File: src/hw/rtl/tpt_pkg.sv
`default_nettype none

package tpt_pkg;

    localparam int RING_DEPTH_DEF = 64;

    localparam int FULL_LEVEL = 25600;
    localparam int MIN_LEVEL  = 5120;
    localparam int PRED_TOP   = 23040;
    localparam int CUTOFF_Q   = 10240;
    localparam int HOT_Q      = 9728;
    localparam int ONE_DEG_Q  = 256;
    localparam int ILIM       = 25600;
    localparam int MS_DEFAULT = 1000;

    localparam int DIV_NW = 32;
    localparam int DIV_DW = 16;

    localparam int APB_AW = 5;
    localparam int APB_DW = 32;

    // register indexes
    localparam logic [2:0] REG_MODE  = 3'd0;
    localparam logic [2:0] REG_THR   = 3'd1;
    localparam logic [2:0] REG_CEIL  = 3'd2;
    localparam logic [2:0] REG_GP    = 3'd3;
    localparam logic [2:0] REG_GI    = 3'd4;
    localparam logic [2:0] REG_GD    = 3'd5;
    localparam logic [2:0] REG_LOOK  = 3'd6;
    localparam logic [2:0] REG_WLEN  = 3'd7;

    // strategy codes
    localparam logic [1:0] MODE_CEIL = 2'd0;
    localparam logic [1:0] MODE_PID  = 2'd1;
    localparam logic [1:0] MODE_PRED = 2'd2;

    typedef struct packed {
        logic [1:0]         mode;
        logic signed [15:0] thr;
        logic [14:0]        ceil;
        logic [15:0]        gp;
        logic [15:0]        gi;
        logic [15:0]        gd;
        logic [7:0]         look;
        logic [6:0]         wlen;
    } cfg_t;

    typedef enum logic [4:0] {
        OP_NONE,
        OP_CUT,
        OP_CEIL,
        OP_P_ERR,
        OP_P_MUL1,
        OP_P_DIV1,
        OP_P_INTEG,
        OP_P_MUL2,
        OP_P_DIV2,
        OP_P_DER,
        OP_P_MUL3,
        OP_P_MUL4,
        OP_P_MUL5,
        OP_P_ACC,
        OP_P_SCL,
        OP_P_LVL,
        OP_R_WR,
        OP_R_MUL,
        OP_R_DIV,
        OP_R_CMP,
        OP_D_MUL,
        OP_D_DIV,
        OP_D_STAT
    } op_t;

    typedef struct packed {
        op_t  op;
        logic load_in;
        logic load_out;
    } cmd_t;

    typedef struct packed {
        logic       div_busy;
        logic [1:0] mode;
        logic       cut;
        logic       fill_ge2;
    } status_t;

endpackage

`default_nettype wire

File: src/hw/rtl/tpt_ram.sv
`default_nettype none

module tpt_ram #(
    parameter int WIDTH = 16,
    parameter int DEPTH = 64
) (
    input  wire logic                     clk,
    input  wire logic                     we,
    input  wire logic [$clog2(DEPTH)-1:0] waddr,
    input  wire logic [WIDTH-1:0]         wdata,
    input  wire logic [$clog2(DEPTH)-1:0] raddr,
    output logic      [WIDTH-1:0]         rdata
);

    logic [WIDTH-1:0] mem_reg [DEPTH];

    always_ff @(posedge clk)
    begin
        if (we)
        begin
            mem_reg[waddr] <= wdata;
        end
        rdata <= mem_reg[raddr];
    end

endmodule

`default_nettype wire

File: src/hw/rtl/tpt_div.sv
`default_nettype none

module tpt_div (
    input  wire logic                       clk,
    input  wire logic                       rst_n,
    input  wire logic                       start,
    input  wire logic [tpt_pkg::DIV_NW-1:0] dividend,
    input  wire logic [tpt_pkg::DIV_DW-1:0] divisor,
    output logic                            busy,
    output logic      [tpt_pkg::DIV_NW-1:0] quotient
);

    import tpt_pkg::*;

    localparam int CW = $clog2(DIV_NW + 1);

    logic [DIV_DW-1:0] rem_reg;
    logic [DIV_NW-1:0] quo_reg;
    logic [DIV_DW-1:0] div_reg;
    logic [CW-1:0]     cnt_reg;
    logic [DIV_DW:0]   partial;
    logic              fits;

    // one quotient bit per cycle, restoring
    assign partial = {rem_reg, quo_reg[DIV_NW-1]};
    assign fits    = partial >= {1'b0, div_reg};

    always_ff @(posedge clk or negedge rst_n)
    begin
        if (!rst_n)
        begin
            cnt_reg <= '0;
        end
        else if (start)
        begin
            cnt_reg <= CW'(DIV_NW);
        end
        else if (cnt_reg != '0)
        begin
            cnt_reg <= cnt_reg - CW'(1);
        end
    end

    always_ff @(posedge clk)
    begin
        if (start)
        begin
            rem_reg <= '0;
            quo_reg <= dividend;
            div_reg <= divisor;
        end
        else if (cnt_reg != '0)
        begin
            rem_reg <= fits ? DIV_DW'(partial - {1'b0, div_reg}) : partial[DIV_DW-1:0];
            quo_reg <= {quo_reg[DIV_NW-2:0], fits};
        end
    end

    assign busy     = cnt_reg != '0;
    assign quotient = quo_reg;

endmodule

`default_nettype wire

File: src/hw/rtl/tpt_datapath.sv
`default_nettype none

module tpt_datapath #(
    parameter int RING_DEPTH = tpt_pkg::RING_DEPTH_DEF
) (
    input  wire logic               clk,
    input  wire logic               rst_n,
    input  wire tpt_pkg::cfg_t      cfg,
    input  wire logic               clear,
    input  wire tpt_pkg::cmd_t      cmd,
    output tpt_pkg::status_t        status,
    input  wire logic signed [15:0] temp_sample,
    input  wire logic [15:0]        max_power,
    input  wire logic [15:0]        elapsed_ms,
    output logic [15:0]             drive_power,
    output logic [14:0]             power_level,
    output logic                    emergency_cut,
    output logic [31:0]             hot_seconds,
    output logic [39:0]             energy_total
);

    import tpt_pkg::*;

    localparam int AW      = $clog2(RING_DEPTH);
    localparam int FW      = AW + 1;
    localparam int WIN_DEF = (30 <= RING_DEPTH) ? 30 : RING_DEPTH;
    // reciprocals for the constant divisors, ceil(2^36 / 125) and ceil(2^26 / 25)
    localparam int RCP_125 = 549755814;
    localparam int RCP_25  = 2684355;

    // kept state
    logic [14:0]        level_reg;
    logic signed [15:0] integ_reg;
    logic signed [16:0] last_err_reg;
    logic [AW-1:0]      head_reg;
    logic [FW-1:0]      fill_reg;
    logic [31:0]        hot_reg;
    logic [39:0]        energy_reg;

    // per-sample working registers
    logic signed [15:0] temp_reg;
    logic [15:0]        maxp_reg;
    logic [15:0]        ms_reg;
    logic signed [16:0] err_reg;
    logic signed [27:0] deriv_reg;
    logic signed [46:0] prod_reg;
    logic signed [51:0] sum_reg;
    logic               neg_reg;
    logic [15:0]        drive_reg;
    logic               cut_reg;
    logic [DIV_NW-1:0]  rcp_q_reg;
    logic               rcp_reg;

    logic [15:0] out_drive_reg;
    logic [14:0] out_level_reg;
    logic        out_cut_reg;
    logic [31:0] out_hot_reg;
    logic [39:0] out_energy_reg;

    logic signed [29:0] mul_a;
    logic signed [30:0] mul_b;
    logic signed [60:0] mul_p;
    logic               mul_en;
    logic               rcp_op;

    logic               div_start;
    logic [DIV_NW-1:0]  div_num;
    logic [DIV_DW-1:0]  div_den;
    logic               div_busy;
    logic [DIV_NW-1:0]  div_quo;
    logic [DIV_NW-1:0]  quo;
    logic signed [46:0] prod_mag;
    logic signed [32:0] q_s;

    logic [15:0]        ram_rdata;
    logic [AW-1:0]      rd_idx;
    logic [FW-1:0]      rd_diff;

    logic               win_ok;
    logic [FW-1:0]      win;
    logic [AW-1:0]      hu;
    logic [FW-1:0]      hu_inc;
    logic [AW-1:0]      head_next;
    logic [FW-1:0]      fill_next;

    logic [14:0]        ceil_lvl;
    logic signed [16:0] thr_lo;
    logic signed [16:0] err_c;
    logic signed [25:0] integ_sum;
    logic signed [51:0] lvl_t;
    logic [15:0]        lvl_sum;
    logic signed [26:0] qv;
    logic signed [26:0] pred;
    logic signed [27:0] over;
    logic [15:0]        over10;
    logic [40:0]        esum;

    // divider operands, sign handled around the unsigned core
    assign prod_mag = prod_reg[46] ? -prod_reg : prod_reg;

    // shared multiplier, one product a cycle
    always_comb
    begin
        mul_a  = '0;
        mul_b  = '0;
        mul_en = 1'b1;
        case (cmd.op)
            OP_P_MUL1:
            begin
                mul_a = 30'(err_reg);
                mul_b = $signed({15'd0, ms_reg});
            end
            OP_P_DIV1:
            begin
                // divide by 1000 as shift by 3 then reciprocal of 125
                mul_a = $signed({1'b0, prod_mag[31:3]});
                mul_b = 31'(RCP_125);
            end
            OP_P_MUL2:
            begin
                mul_a = 30'(18'(err_reg) - 18'(last_err_reg));
                mul_b = 31'sd1000;
            end
            OP_P_MUL3:
            begin
                mul_a = 30'(err_reg);
                mul_b = $signed({15'd0, cfg.gp});
            end
            OP_P_MUL4:
            begin
                mul_a = 30'(integ_reg);
                mul_b = $signed({15'd0, cfg.gi});
            end
            OP_P_MUL5:
            begin
                mul_a = 30'(deriv_reg);
                mul_b = $signed({15'd0, cfg.gd});
            end
            OP_R_MUL:
            begin
                mul_a = 30'(17'(temp_reg) - 17'($signed(ram_rdata)));
                mul_b = $signed({23'd0, cfg.look});
            end
            OP_D_MUL:
            begin
                mul_a = $signed({15'd0, level_reg});
                mul_b = $signed({15'd0, maxp_reg});
            end
            OP_D_DIV:
            begin
                // divide by 25600 as shift by 10 then reciprocal of 25
                mul_a = $signed({9'd0, prod_mag[30:10]});
                mul_b = 31'(RCP_25);
            end
            default:
            begin
                mul_en = 1'b0;
            end
        endcase
    end

    assign mul_p  = mul_a * mul_b;
    assign rcp_op = (cmd.op == OP_P_DIV1) || (cmd.op == OP_D_DIV);

    always_comb
    begin
        div_start = 1'b1;
        div_num   = prod_mag[DIV_NW-1:0];
        div_den   = 16'd1;
        case (cmd.op)
            OP_P_DIV2: div_den = ms_reg;
            OP_R_DIV:  div_den = 16'(fill_reg - FW'(1));
            default:   div_start = 1'b0;
        endcase
    end

    tpt_div u_div (
        .clk      (clk),
        .rst_n    (rst_n),
        .start    (div_start),
        .dividend (div_num),
        .divisor  (div_den),
        .busy     (div_busy),
        .quotient (div_quo)
    );

    assign quo = rcp_reg ? rcp_q_reg : div_quo;
    assign q_s = neg_reg ? -$signed({1'b0, quo}) : $signed({1'b0, quo});

    // ring window bookkeeping
    assign win_ok    = (cfg.wlen != '0) && (int'(cfg.wlen) <= RING_DEPTH);
    assign win       = win_ok ? FW'(cfg.wlen) : FW'(WIN_DEF);
    assign hu        = ({1'b0, head_reg} >= win) ? '0 : head_reg;
    assign hu_inc    = {1'b0, hu} + FW'(1);
    assign head_next = (hu_inc == win) ? '0 : hu_inc[AW-1:0];
    assign fill_next = (fill_reg < win) ? fill_reg + FW'(1) : fill_reg;
    assign rd_diff   = {1'b0, head_reg} - fill_reg;
    assign rd_idx    = ({1'b0, head_reg} < fill_reg) ? head_reg : rd_diff[AW-1:0];

    tpt_ram #(
        .WIDTH (16),
        .DEPTH (RING_DEPTH)
    ) u_ring (
        .clk   (clk),
        .we    (cmd.op == OP_R_WR),
        .waddr (hu),
        .wdata (temp_reg),
        .raddr (rd_idx),
        .rdata (ram_rdata)
    );

    // level arithmetic
    assign ceil_lvl  = (cfg.ceil > 15'(FULL_LEVEL)) ? 15'(FULL_LEVEL) : cfg.ceil;
    assign thr_lo    = 17'(cfg.thr) - 17'(ONE_DEG_Q);
    assign err_c     = 17'(cfg.thr) - 17'(temp_reg);
    assign integ_sum = 26'(integ_reg) + 26'(q_s);
    assign lvl_t     = sum_reg >>> 8;
    assign lvl_sum   = 16'(FULL_LEVEL) + lvl_t[15:0];
    assign qv        = status.fill_ge2 ? 27'(q_s) : '0;
    assign pred      = 27'(temp_reg) + qv;
    assign over      = 28'(pred) - 28'(cfg.thr);
    assign over10    = ({4'd0, over[11:0]} << 3) + ({4'd0, over[11:0]} << 1);
    assign esum      = {1'b0, energy_reg} + {25'd0, quo[15:0]};

    always_ff @(posedge clk or negedge rst_n)
    begin
        if (!rst_n)
        begin
            level_reg    <= 15'(FULL_LEVEL);
            integ_reg    <= '0;
            last_err_reg <= '0;
            head_reg     <= '0;
            fill_reg     <= '0;
            hot_reg      <= '0;
            energy_reg   <= '0;
        end
        else if (clear)
        begin
            level_reg    <= 15'(FULL_LEVEL);
            integ_reg    <= '0;
            last_err_reg <= '0;
            head_reg     <= '0;
            fill_reg     <= '0;
            hot_reg      <= '0;
            energy_reg   <= '0;
        end
        else
        begin
            case (cmd.op)
                OP_CUT:
                begin
                    level_reg <= '0;
                end
                OP_CEIL:
                begin
                    if (temp_reg > cfg.thr)
                    begin
                        level_reg <= ceil_lvl;
                    end
                    else if (17'(temp_reg) < thr_lo)
                    begin
                        level_reg <= 15'(FULL_LEVEL);
                    end
                end
                OP_P_INTEG:
                begin
                    if (integ_sum > 26'(ILIM))
                    begin
                        integ_reg <= 16'(ILIM);
                    end
                    else if (integ_sum < -26'(ILIM))
                    begin
                        integ_reg <= -16'(ILIM);
                    end
                    else
                    begin
                        integ_reg <= integ_sum[15:0];
                    end
                end
                OP_P_DER:
                begin
                    last_err_reg <= err_reg;
                end
                OP_P_LVL:
                begin
                    if (lvl_t > 52'sd0)
                    begin
                        level_reg <= 15'(FULL_LEVEL);
                    end
                    else if (lvl_t < 52'(MIN_LEVEL - FULL_LEVEL))
                    begin
                        level_reg <= 15'(MIN_LEVEL);
                    end
                    else
                    begin
                        level_reg <= lvl_sum[14:0];
                    end
                end
                OP_R_WR:
                begin
                    head_reg <= head_next;
                    fill_reg <= fill_next;
                end
                OP_R_CMP:
                begin
                    if (over <= 28'sd0)
                    begin
                        level_reg <= 15'(FULL_LEVEL);
                    end
                    else if (over >= 28'sd2048)
                    begin
                        level_reg <= 15'(MIN_LEVEL);
                    end
                    else if (over <= 28'sd256)
                    begin
                        level_reg <= 15'(PRED_TOP);
                    end
                    else
                    begin
                        level_reg <= 15'(16'(FULL_LEVEL) - over10);
                    end
                end
                OP_D_STAT:
                begin
                    if (temp_reg > 16'(HOT_Q) && hot_reg != '1)
                    begin
                        hot_reg <= hot_reg + 32'd1;
                    end
                    energy_reg <= esum[40] ? '1 : esum[39:0];
                end
                default:
                begin
                end
            endcase
        end
    end

    always_ff @(posedge clk)
    begin
        if (cmd.load_in)
        begin
            temp_reg  <= temp_sample;
            maxp_reg  <= max_power;
            ms_reg    <= (elapsed_ms == '0) ? 16'(MS_DEFAULT) : elapsed_ms;
            drive_reg <= '0;
            cut_reg   <= 1'b0;
        end
        if (mul_en)
        begin
            prod_reg <= 47'(mul_p);
        end
        if (div_start || rcp_op)
        begin
            neg_reg <= prod_reg[46];
        end
        case (cmd.op)
            OP_CUT:    cut_reg   <= 1'b1;
            OP_P_ERR:  err_reg   <= err_c;
            OP_P_DIV1:
            begin
                rcp_q_reg <= DIV_NW'(mul_p[60:36]);
                rcp_reg   <= 1'b1;
            end
            OP_P_DIV2: rcp_reg   <= 1'b0;
            OP_P_DER:  deriv_reg <= 28'(q_s);
            OP_P_MUL4: sum_reg   <= 52'(prod_reg);
            OP_P_MUL5: sum_reg   <= sum_reg + 52'(prod_reg);
            OP_P_ACC:  sum_reg   <= sum_reg + 52'(prod_reg);
            OP_P_SCL:  sum_reg   <= (sum_reg <<< 2) + sum_reg
                                    + (sum_reg[51] ? 52'sd255 : 52'sd0);
            OP_R_DIV:  rcp_reg   <= 1'b0;
            OP_D_DIV:
            begin
                rcp_q_reg <= DIV_NW'(mul_p[47:26]);
                rcp_reg   <= 1'b1;
            end
            OP_D_STAT: drive_reg <= quo[15:0];
            default:
            begin
            end
        endcase
        if (cmd.load_out)
        begin
            out_drive_reg  <= drive_reg;
            out_level_reg  <= level_reg;
            out_cut_reg    <= cut_reg;
            out_hot_reg    <= hot_reg;
            out_energy_reg <= energy_reg;
        end
    end

    assign status.div_busy = div_busy;
    assign status.mode     = cfg.mode;
    assign status.cut      = temp_reg >= 16'(CUTOFF_Q);
    assign status.fill_ge2 = fill_reg >= FW'(2);

    assign drive_power   = out_drive_reg;
    assign power_level   = out_level_reg;
    assign emergency_cut = out_cut_reg;
    assign hot_seconds   = out_hot_reg;
    assign energy_total  = out_energy_reg;

endmodule

`default_nettype wire

File: src/hw/rtl/tpt_ctrl.sv
`default_nettype none

module tpt_ctrl (
    input  wire logic             clk,
    input  wire logic             rst_n,
    input  wire logic             in_valid,
    output logic                  in_stall,
    output logic                  out_valid,
    input  wire logic             out_stall,
    input  wire tpt_pkg::status_t status,
    output tpt_pkg::cmd_t         cmd
);

    import tpt_pkg::*;

    typedef enum logic [29:0] {
        S_IDLE   = 30'b1 << 0,
        S_DISP   = 30'b1 << 1,
        S_CUT    = 30'b1 << 2,
        S_CEIL   = 30'b1 << 3,
        S_PERR   = 30'b1 << 4,
        S_PMUL1  = 30'b1 << 5,
        S_PDIV1  = 30'b1 << 6,
        S_PWAIT1 = 30'b1 << 7,
        S_PINTEG = 30'b1 << 8,
        S_PMUL2  = 30'b1 << 9,
        S_PDIV2  = 30'b1 << 10,
        S_PWAIT2 = 30'b1 << 11,
        S_PDER   = 30'b1 << 12,
        S_PMUL3  = 30'b1 << 13,
        S_PMUL4  = 30'b1 << 14,
        S_PMUL5  = 30'b1 << 15,
        S_PACC   = 30'b1 << 16,
        S_PSCL   = 30'b1 << 17,
        S_PLVL   = 30'b1 << 18,
        S_RWR    = 30'b1 << 19,
        S_RRD    = 30'b1 << 20,
        S_RMUL   = 30'b1 << 21,
        S_RDIV   = 30'b1 << 22,
        S_RWAIT  = 30'b1 << 23,
        S_RCMP   = 30'b1 << 24,
        S_DMUL   = 30'b1 << 25,
        S_DDIV   = 30'b1 << 26,
        S_DWAIT  = 30'b1 << 27,
        S_DSTAT  = 30'b1 << 28,
        S_FIN    = 30'b1 << 29
    } state_t;

    state_t state_reg;
    state_t state_next;
    logic   out_valid_reg;
    logic   out_valid_next;
    logic   slot_free;

    assign slot_free = !out_valid_reg || !out_stall;

    always_comb
    begin
        state_next   = state_reg;
        cmd.op       = OP_NONE;
        cmd.load_in  = 1'b0;
        cmd.load_out = 1'b0;
        case (state_reg)
            S_IDLE:
            begin
                if (in_valid)
                begin
                    cmd.load_in = 1'b1;
                    state_next  = S_DISP;
                end
            end
            S_DISP:
            begin
                if (status.mode != MODE_CEIL && status.mode != MODE_PID
                    && status.mode != MODE_PRED)
                begin
                    state_next = S_FIN;
                end
                else if (status.cut)
                begin
                    state_next = S_CUT;
                end
                else if (status.mode == MODE_CEIL)
                begin
                    state_next = S_CEIL;
                end
                else if (status.mode == MODE_PID)
                begin
                    state_next = S_PERR;
                end
                else
                begin
                    state_next = S_RWR;
                end
            end
            S_CUT:
            begin
                cmd.op     = OP_CUT;
                state_next = S_FIN;
            end
            S_CEIL:
            begin
                cmd.op     = OP_CEIL;
                state_next = S_DMUL;
            end
            S_PERR:
            begin
                cmd.op     = OP_P_ERR;
                state_next = S_PMUL1;
            end
            S_PMUL1:
            begin
                cmd.op     = OP_P_MUL1;
                state_next = S_PDIV1;
            end
            S_PDIV1:
            begin
                cmd.op     = OP_P_DIV1;
                state_next = S_PWAIT1;
            end
            S_PWAIT1:
            begin
                if (!status.div_busy)
                begin
                    state_next = S_PINTEG;
                end
            end
            S_PINTEG:
            begin
                cmd.op     = OP_P_INTEG;
                state_next = S_PMUL2;
            end
            S_PMUL2:
            begin
                cmd.op     = OP_P_MUL2;
                state_next = S_PDIV2;
            end
            S_PDIV2:
            begin
                cmd.op     = OP_P_DIV2;
                state_next = S_PWAIT2;
            end
            S_PWAIT2:
            begin
                if (!status.div_busy)
                begin
                    state_next = S_PDER;
                end
            end
            S_PDER:
            begin
                cmd.op     = OP_P_DER;
                state_next = S_PMUL3;
            end
            S_PMUL3:
            begin
                cmd.op     = OP_P_MUL3;
                state_next = S_PMUL4;
            end
            S_PMUL4:
            begin
                cmd.op     = OP_P_MUL4;
                state_next = S_PMUL5;
            end
            S_PMUL5:
            begin
                cmd.op     = OP_P_MUL5;
                state_next = S_PACC;
            end
            S_PACC:
            begin
                cmd.op     = OP_P_ACC;
                state_next = S_PSCL;
            end
            S_PSCL:
            begin
                cmd.op     = OP_P_SCL;
                state_next = S_PLVL;
            end
            S_PLVL:
            begin
                cmd.op     = OP_P_LVL;
                state_next = S_DMUL;
            end
            S_RWR:
            begin
                cmd.op     = OP_R_WR;
                state_next = S_RRD;
            end
            S_RRD:
            begin
                state_next = status.fill_ge2 ? S_RMUL : S_RCMP;
            end
            S_RMUL:
            begin
                cmd.op     = OP_R_MUL;
                state_next = S_RDIV;
            end
            S_RDIV:
            begin
                cmd.op     = OP_R_DIV;
                state_next = S_RWAIT;
            end
            S_RWAIT:
            begin
                if (!status.div_busy)
                begin
                    state_next = S_RCMP;
                end
            end
            S_RCMP:
            begin
                cmd.op     = OP_R_CMP;
                state_next = S_DMUL;
            end
            S_DMUL:
            begin
                cmd.op     = OP_D_MUL;
                state_next = S_DDIV;
            end
            S_DDIV:
            begin
                cmd.op     = OP_D_DIV;
                state_next = S_DWAIT;
            end
            S_DWAIT:
            begin
                if (!status.div_busy)
                begin
                    state_next = S_DSTAT;
                end
            end
            S_DSTAT:
            begin
                cmd.op     = OP_D_STAT;
                state_next = S_FIN;
            end
            S_FIN:
            begin
                if (slot_free)
                begin
                    cmd.load_out = 1'b1;
                    state_next   = S_IDLE;
                end
            end
            default:
            begin
                state_next = S_IDLE;
            end
        endcase
    end

    always_comb
    begin
        out_valid_next = out_valid_reg;
        if (cmd.load_out)
        begin
            out_valid_next = 1'b1;
        end
        else if (out_valid_reg && !out_stall)
        begin
            out_valid_next = 1'b0;
        end
    end

    always_ff @(posedge clk or negedge rst_n)
    begin
        if (!rst_n)
        begin
            state_reg     <= S_IDLE;
            out_valid_reg <= 1'b0;
        end
        else
        begin
            state_reg     <= state_next;
            out_valid_reg <= out_valid_next;
        end
    end

    assign in_stall  = state_reg != S_IDLE;
    assign out_valid = out_valid_reg;

endmodule

`default_nettype wire

File: src/hw/rtl/thermal_power_throttle_unit.sv
// thermal power throttle: one temperature sample in, one result out
// input channel: in_valid / in_stall with temp_sample (signed Q8.8 C),
//   max_power (mW) and elapsed_ms; a transfer happens when valid and not stall
// output channel: out_valid / out_stall with drive_power, power_level,
//   emergency_cut, hot_seconds and energy_total, held while stalled
// configuration: APB-style port, register i at byte address 4*i, pready
//   always high; any write clears the throttle state and statistics
// the time from input transfer to out_valid depends on the strategy;
//   the bit-serial divider is used once for the predictive ramp and once
//   for the PID derivative; the constant divisions are reciprocal
//   multiplications
// an emergency cut goes from dispatch through the cut step to the output; the unused strategy code goes straight there
// one sample is worked at a time; the next is taken once the result
//   sits in the output register, even if the receiver stalls it
// a stalled result blocks only the hand-over of the following result
// reset: full power level, statistics zero, output channel empty;
//   the history ring needs no clearing pass
`default_nettype none

module thermal_power_throttle_unit #(
    parameter int RING_DEPTH = tpt_pkg::RING_DEPTH_DEF
) (
    input  wire logic                       clk,
    input  wire logic                       rst_n,
    // configuration port
    input  wire logic                       psel,
    input  wire logic                       penable,
    input  wire logic                       pwrite,
    input  wire logic [tpt_pkg::APB_AW-1:0] paddr,
    input  wire logic [tpt_pkg::APB_DW-1:0] pwdata,
    output logic      [tpt_pkg::APB_DW-1:0] prdata,
    output logic                            pready,
    // sample channel
    input  wire logic                       in_valid,
    output logic                            in_stall,
    input  wire logic signed [15:0]         temp_sample,
    input  wire logic [15:0]                max_power,
    input  wire logic [15:0]                elapsed_ms,
    // result channel
    output logic                            out_valid,
    input  wire logic                       out_stall,
    output logic [15:0]                     drive_power,
    output logic [14:0]                     power_level,
    output logic                            emergency_cut,
    output logic [31:0]                     hot_seconds,
    output logic [39:0]                     energy_total
);

    import tpt_pkg::*;

    cfg_t       cfg_reg;
    logic       cfg_wr;
    logic [2:0] reg_idx;
    cmd_t       cmd;
    status_t    status;

    assign pready  = 1'b1;
    assign reg_idx = paddr[4:2];
    assign cfg_wr  = psel && penable && pwrite && pready;

    // register file, reset values as the power-on defaults
    always_ff @(posedge clk or negedge rst_n)
    begin
        if (!rst_n)
        begin
            cfg_reg.mode <= MODE_CEIL;
            cfg_reg.thr  <= 16'sd9216;
            cfg_reg.ceil <= 15'd15360;
            cfg_reg.gp   <= 16'd1280;
            cfg_reg.gi   <= 16'd26;
            cfg_reg.gd   <= 16'd512;
            cfg_reg.look <= 8'd20;
            cfg_reg.wlen <= 7'd30;
        end
        else if (cfg_wr)
        begin
            case (reg_idx)
                REG_MODE: cfg_reg.mode <= pwdata[1:0];
                REG_THR:  cfg_reg.thr  <= $signed(pwdata[15:0]);
                REG_CEIL: cfg_reg.ceil <= pwdata[14:0];
                REG_GP:   cfg_reg.gp   <= pwdata[15:0];
                REG_GI:   cfg_reg.gi   <= pwdata[15:0];
                REG_GD:   cfg_reg.gd   <= pwdata[15:0];
                REG_LOOK: cfg_reg.look <= pwdata[7:0];
                REG_WLEN: cfg_reg.wlen <= pwdata[6:0];
                default:
                begin
                end
            endcase
        end
    end

    // read-back mux
    always_comb
    begin
        case (reg_idx)
            REG_MODE: prdata = {30'd0, cfg_reg.mode};
            REG_THR:  prdata = {16'd0, cfg_reg.thr};
            REG_CEIL: prdata = {17'd0, cfg_reg.ceil};
            REG_GP:   prdata = {16'd0, cfg_reg.gp};
            REG_GI:   prdata = {16'd0, cfg_reg.gi};
            REG_GD:   prdata = {16'd0, cfg_reg.gd};
            REG_LOOK: prdata = {24'd0, cfg_reg.look};
            REG_WLEN: prdata = {25'd0, cfg_reg.wlen};
            default:  prdata = '0;
        endcase
    end

    // sequencer: walks each strategy step by step
    tpt_ctrl u_ctrl (
        .clk       (clk),
        .rst_n     (rst_n),
        .in_valid  (in_valid),
        .in_stall  (in_stall),
        .out_valid (out_valid),
        .out_stall (out_stall),
        .status    (status),
        .cmd       (cmd)
    );

    // arithmetic, kept state, history ring and output register
    tpt_datapath #(
        .RING_DEPTH (RING_DEPTH)
    ) u_datapath (
        .clk           (clk),
        .rst_n         (rst_n),
        .cfg           (cfg_reg),
        .clear         (cfg_wr),
        .cmd           (cmd),
        .status        (status),
        .temp_sample   (temp_sample),
        .max_power     (max_power),
        .elapsed_ms    (elapsed_ms),
        .drive_power   (drive_power),
        .power_level   (power_level),
        .emergency_cut (emergency_cut),
        .hot_seconds   (hot_seconds),
        .energy_total  (energy_total)
    );

    // a cut result never carries power
    a_cut_zero: assert property (@(posedge clk) disable iff (!rst_n)
        out_valid && emergency_cut |-> drive_power == 16'd0 && power_level == 15'd0)
        else $error("emergency result carries power");

    // level never above full scale
    a_level_range: assert property (@(posedge clk) disable iff (!rst_n)
        out_valid |-> power_level <= 15'(FULL_LEVEL))
        else $error("power level above full scale");

    // a sample transfer always makes the block busy in the next cycle
    a_busy_after_accept: assert property (@(posedge clk) disable iff (!rst_n)
        in_valid && !in_stall |=> in_stall)
        else $error("second sample taken while one is in work");

endmodule

`default_nettype wire
File: config.mk
export PLATFORM = sky130hd
export DESIGN_NAME = thermal_power_throttle_unit
export DESIGN_NICKNAME = d
export VERILOG_FILES = /design/src/hw/rtl/tpt_pkg.sv /design/src/hw/rtl/tpt_ram.sv /design/src/hw/rtl/tpt_div.sv /design/src/hw/rtl/tpt_datapath.sv /design/src/hw/rtl/tpt_ctrl.sv /design/src/hw/rtl/thermal_power_throttle_unit.sv
export SDC_FILE = /design/constraint.sdc
export NUM_CORES = 2
export LEC_CHECK = 0
export BUFFER_PORTS_ARGS = -buffer_cell sky130_fd_sc_hd__buf_2
export CORE_MARGIN = 2
export CORE_UTILIZATION = 45
export CTS_CLUSTER_DIAMETER = 120
export DETAILED_ROUTE_END_ITERATION = 12
export REMOVE_ABC_BUFFERS = 1
export SKIP_CTS_REPAIR_TIMING = 1
export SLEW_MARGIN = 25
export SYNTH_ARGS = -nofsm -noshare
export SYNTH_HDL_FRONTEND = slang
export SYNTH_HIERARCHICAL = 1
export SYNTH_SLANG_ARGS = --single-unit
export TNS_END_PERCENT = 30
File: constraint.sdc
create_clock -name clk -period 24.9 [get_ports clk]
set_clock_uncertainty 0.1 [all_clocks]
set_input_delay 1.245 -clock clk [delete_from_list [all_inputs] [get_ports clk]]
set_output_delay 1.245 -clock clk [all_outputs]
set_load 0.05 [all_outputs]
==> results.toml <==
[critical_path]
crit_path_max_incr_delay_ns = 0.95
timing.rr.end = "u_datapath/rcp_q_reg[10]"
path_buf_inv = 7
worstRegToRegCells = 39
worstPathMaxFanout = 34
start_kind = "flip-flop"
worstPathArrival_ns = 15.76
cp_slowest_cell = "or3b_1"
path_class = "flip-flop to flip-flop"
end_kind = "flip-flop"
worstPathRequired_ns = 25.33
cp_top_family = "simple AND/OR/NAND/NOR gates"
rr_startpoint = "u_ctrl/state_reg[1]"
crit_top_cell = "fa_1"
worst-r2r-setup-slack_ns = 9.57

[grt]
grt_pass1_wl_um = 512000
antenna_found_initial = 25
grt-ovfl-total = 0
grt_pass1_vias = 77300
grt_max_degree = 154
grtUsageTotal_pct = 27.5

[yosys]
ys_async_sr_fraction_pct = 15.6
syn_inst = 9429
yosysWarnings = 6
synth_area_leaders = "edfxtp_1, fa_1, ha_1"
synth.most_common_cell = "edfxtp_1"
synth.distinct_cells = 112
synth_top_cell_by_area = "edfxtp_1"
netlist_area_mm2 = 0.111
yosys.area_share.simple_pct = 10.2
ys_ff_latch = 1710
ys_top_cells_by_count = "edfxtp_1, inv_1, ha_1, nand2_1, nor2_1"
synth_edf_count = 1411
synth_fa_ha_area_share_pct = 18.6
synth_flop_cell = "edfxtp_1"
yosysSeqAreaShare_pct = 44.6
synth_compound_area_share_pct = 10.5
synth_top_family_by_area = "adder cells"
post-synth-top-area-fraction_pct = 38.1
synth_xor_area_share_pct = 2.89
synthMuxAreaShare_pct = 7.85
syn_area_per_cell_um2 = 11.8

[place]
placed_cells = 12700
gp_congestion = 0.960
portBuffers = 195
dpl.hpwl_um = 259000

[clock_tree]
clock_latency_ns = 0.86
cts_made_buffers = 178
path_clk_slew_ns = 0.06
cts.path.max_buffers = 3
tritoncts = "built"
h-tree-depth = 4
cts.sinks = 1710
root_buffer = "clkbuf_16"

[floorplan]
ioPinCount = 231
start_util_pct = 45.3
die_y_um = 501
row_count = 182
core_area_mm2 = 0.246
die_area_mm2 = 0.251
die_w_um = 501

[drt]
totalWireLength_um = 349000
drc_errors = 0
via_per_inst = 5.95
drtIter0Drc = 7412
routed-via-count = 77500
antenna_left = 0
wl_per_cell_um = 26.8
dr.pass1.iters = 7

[sta]
rsz0062_at_grt = "no"
finalHoldViolations = 0
finalSetupViolCount = 0
finalMaxSlewViolations = 0
tightest_slew_ns = 1.19
min_period_over_period_pct = 61.6
fmax_ghz = 0.0652
period_needed_ns = 15.33
relSlewSlack_pct = 20.7

[finish]
drive_gt1_share_pct = 13.2
fin_util_pct = 49.9
fin_cells = 13000
nNetsFinal = 11100
largest_reg_flops = 1024
syn_to_final_growth_pct = 10.2

[min_path]
min-delay-start = "u_datapath/drive_reg[1]"
worstHoldEndpoint = "u_datapath/drive_power[1]"
holdPathStages = 0
worstHoldPathType = "flip-flop to flip-flop"

[power]
powerDensity_mw_per_mm2 = 82.8
p_leak_nw = 50.9
irDropWorstVdd_uv = 125

[job]
max_cap_violations = 0

[status]
outcome = "finished clean"
[per-layer routing]
layer | part of all wire (%) | vias up | track usage, %
met2 | 46 | 2979 | 44.2
met4 | 5.1 | 6 | 12.2
met5 | 0.014 | - | 0
met3 | 7.3 | 689 | 4.80
li1 | - | 34500 | -
met1 | 41 | 39300 | 36.5
[cell type report]
type | count | area, µm²
fill | 21600 | 123000
multi-input combinational | 6324 | 56400
sequential | 1710 | 49700
clock buffer | 224 | 4750
tap | 3220 | 4030
inverter | 1016 | 3820
timing repair buffer | 422 | 2740
clock inverter | 103 | 1310
antenna | 5 | 12.5
[worst max path at each step]
| stage | from | to | slack, ns | cells past startpoint |
|---|---|---|---|---|
| 4_1_cts | u_ctrl/state_reg[1] | u_datapath/rcp_q_reg[10] | 10.02 | 39 |
| 2_1_floorplan | u_datapath/fill_reg[1] | u_datapath/u_ring/rdata[6] | -3.20 | 14 |
| 5_1_grt | u_ctrl/state_reg[1] | u_datapath/rcp_q_reg[10] | 9.04 | 40 |
| 6_report | u_ctrl/state_reg[1] | u_datapath/rcp_q_reg[10] | 9.57 | 39 |
| 3_3_place_gp | u_ctrl/state_reg[1] | u_datapath/rcp_q_reg[10] | 10.11 | 39 |
| 3_5_place_dp | u_ctrl/state_reg[1] | u_datapath/rcp_q_reg[20] | 10.08 | 39 |
[logic make-up after synthesis]
group                    Yosys count
adder cells (fa/ha/maj)         1318
AO/OA/AOI/OAI                   1705
buffers and inverters           1424
XOR/XNOR                         367
flip-flops                      1710
multiplexers                     560
other                              4
AND/OR/NAND/NOR                 2341
[where the power goes]
part           internal [mW]  switching, mW
Clock                   1.57           1.17
Sequential              3.37          0.153
Combinational           1.52           2.37
Total                   6.46           3.69
[cells in the final DEF (no fill, tap or decap), types with 47 or more instances in the layout]
cell,n
edfxtp_1,1411
inv_1,1011
ha_1,750
nand2_1,693
nor2_1,627
fa_1,568
a21oi_1,376
o21ai_0,289
dfrtp_1,244
xnor2_1,229
mux4_2,224
buf_4,219
buf_2,195
a21o_1,181
clkbuf_16,181
mux2_2,173
mux2i_1,145
xor2_1,136
nand3_1,131
nor3_1,126
nor2b_1,110
a22oi_1,107
and2_1,99
nand4_1,86
nand2b_1,81
a31oi_1,64
o21a_1,62
a211oi_1,59
and3_1,52
o21bai_1,52
a221oi_1,47
nor4_1,47
[through the flow]
stage                     area (µm²)  hold WS [ns]  setup WS [ns]  setup TNS, ns  total power, mW
after floorplan               109000         0.300          -3.20         -43.83             6.81
after global placement        116000         0.307          10.11              0             7.39
after detailed placement      117000         0.305          10.08              0             7.43
after CTS                     123000         0.318          10.02              0             10.2
after global routing          123000         0.325           9.04              0             10.6
final                         123000         0.319           9.57              0             10.2
No activity file was read; power rests on OpenSTA's default activity.
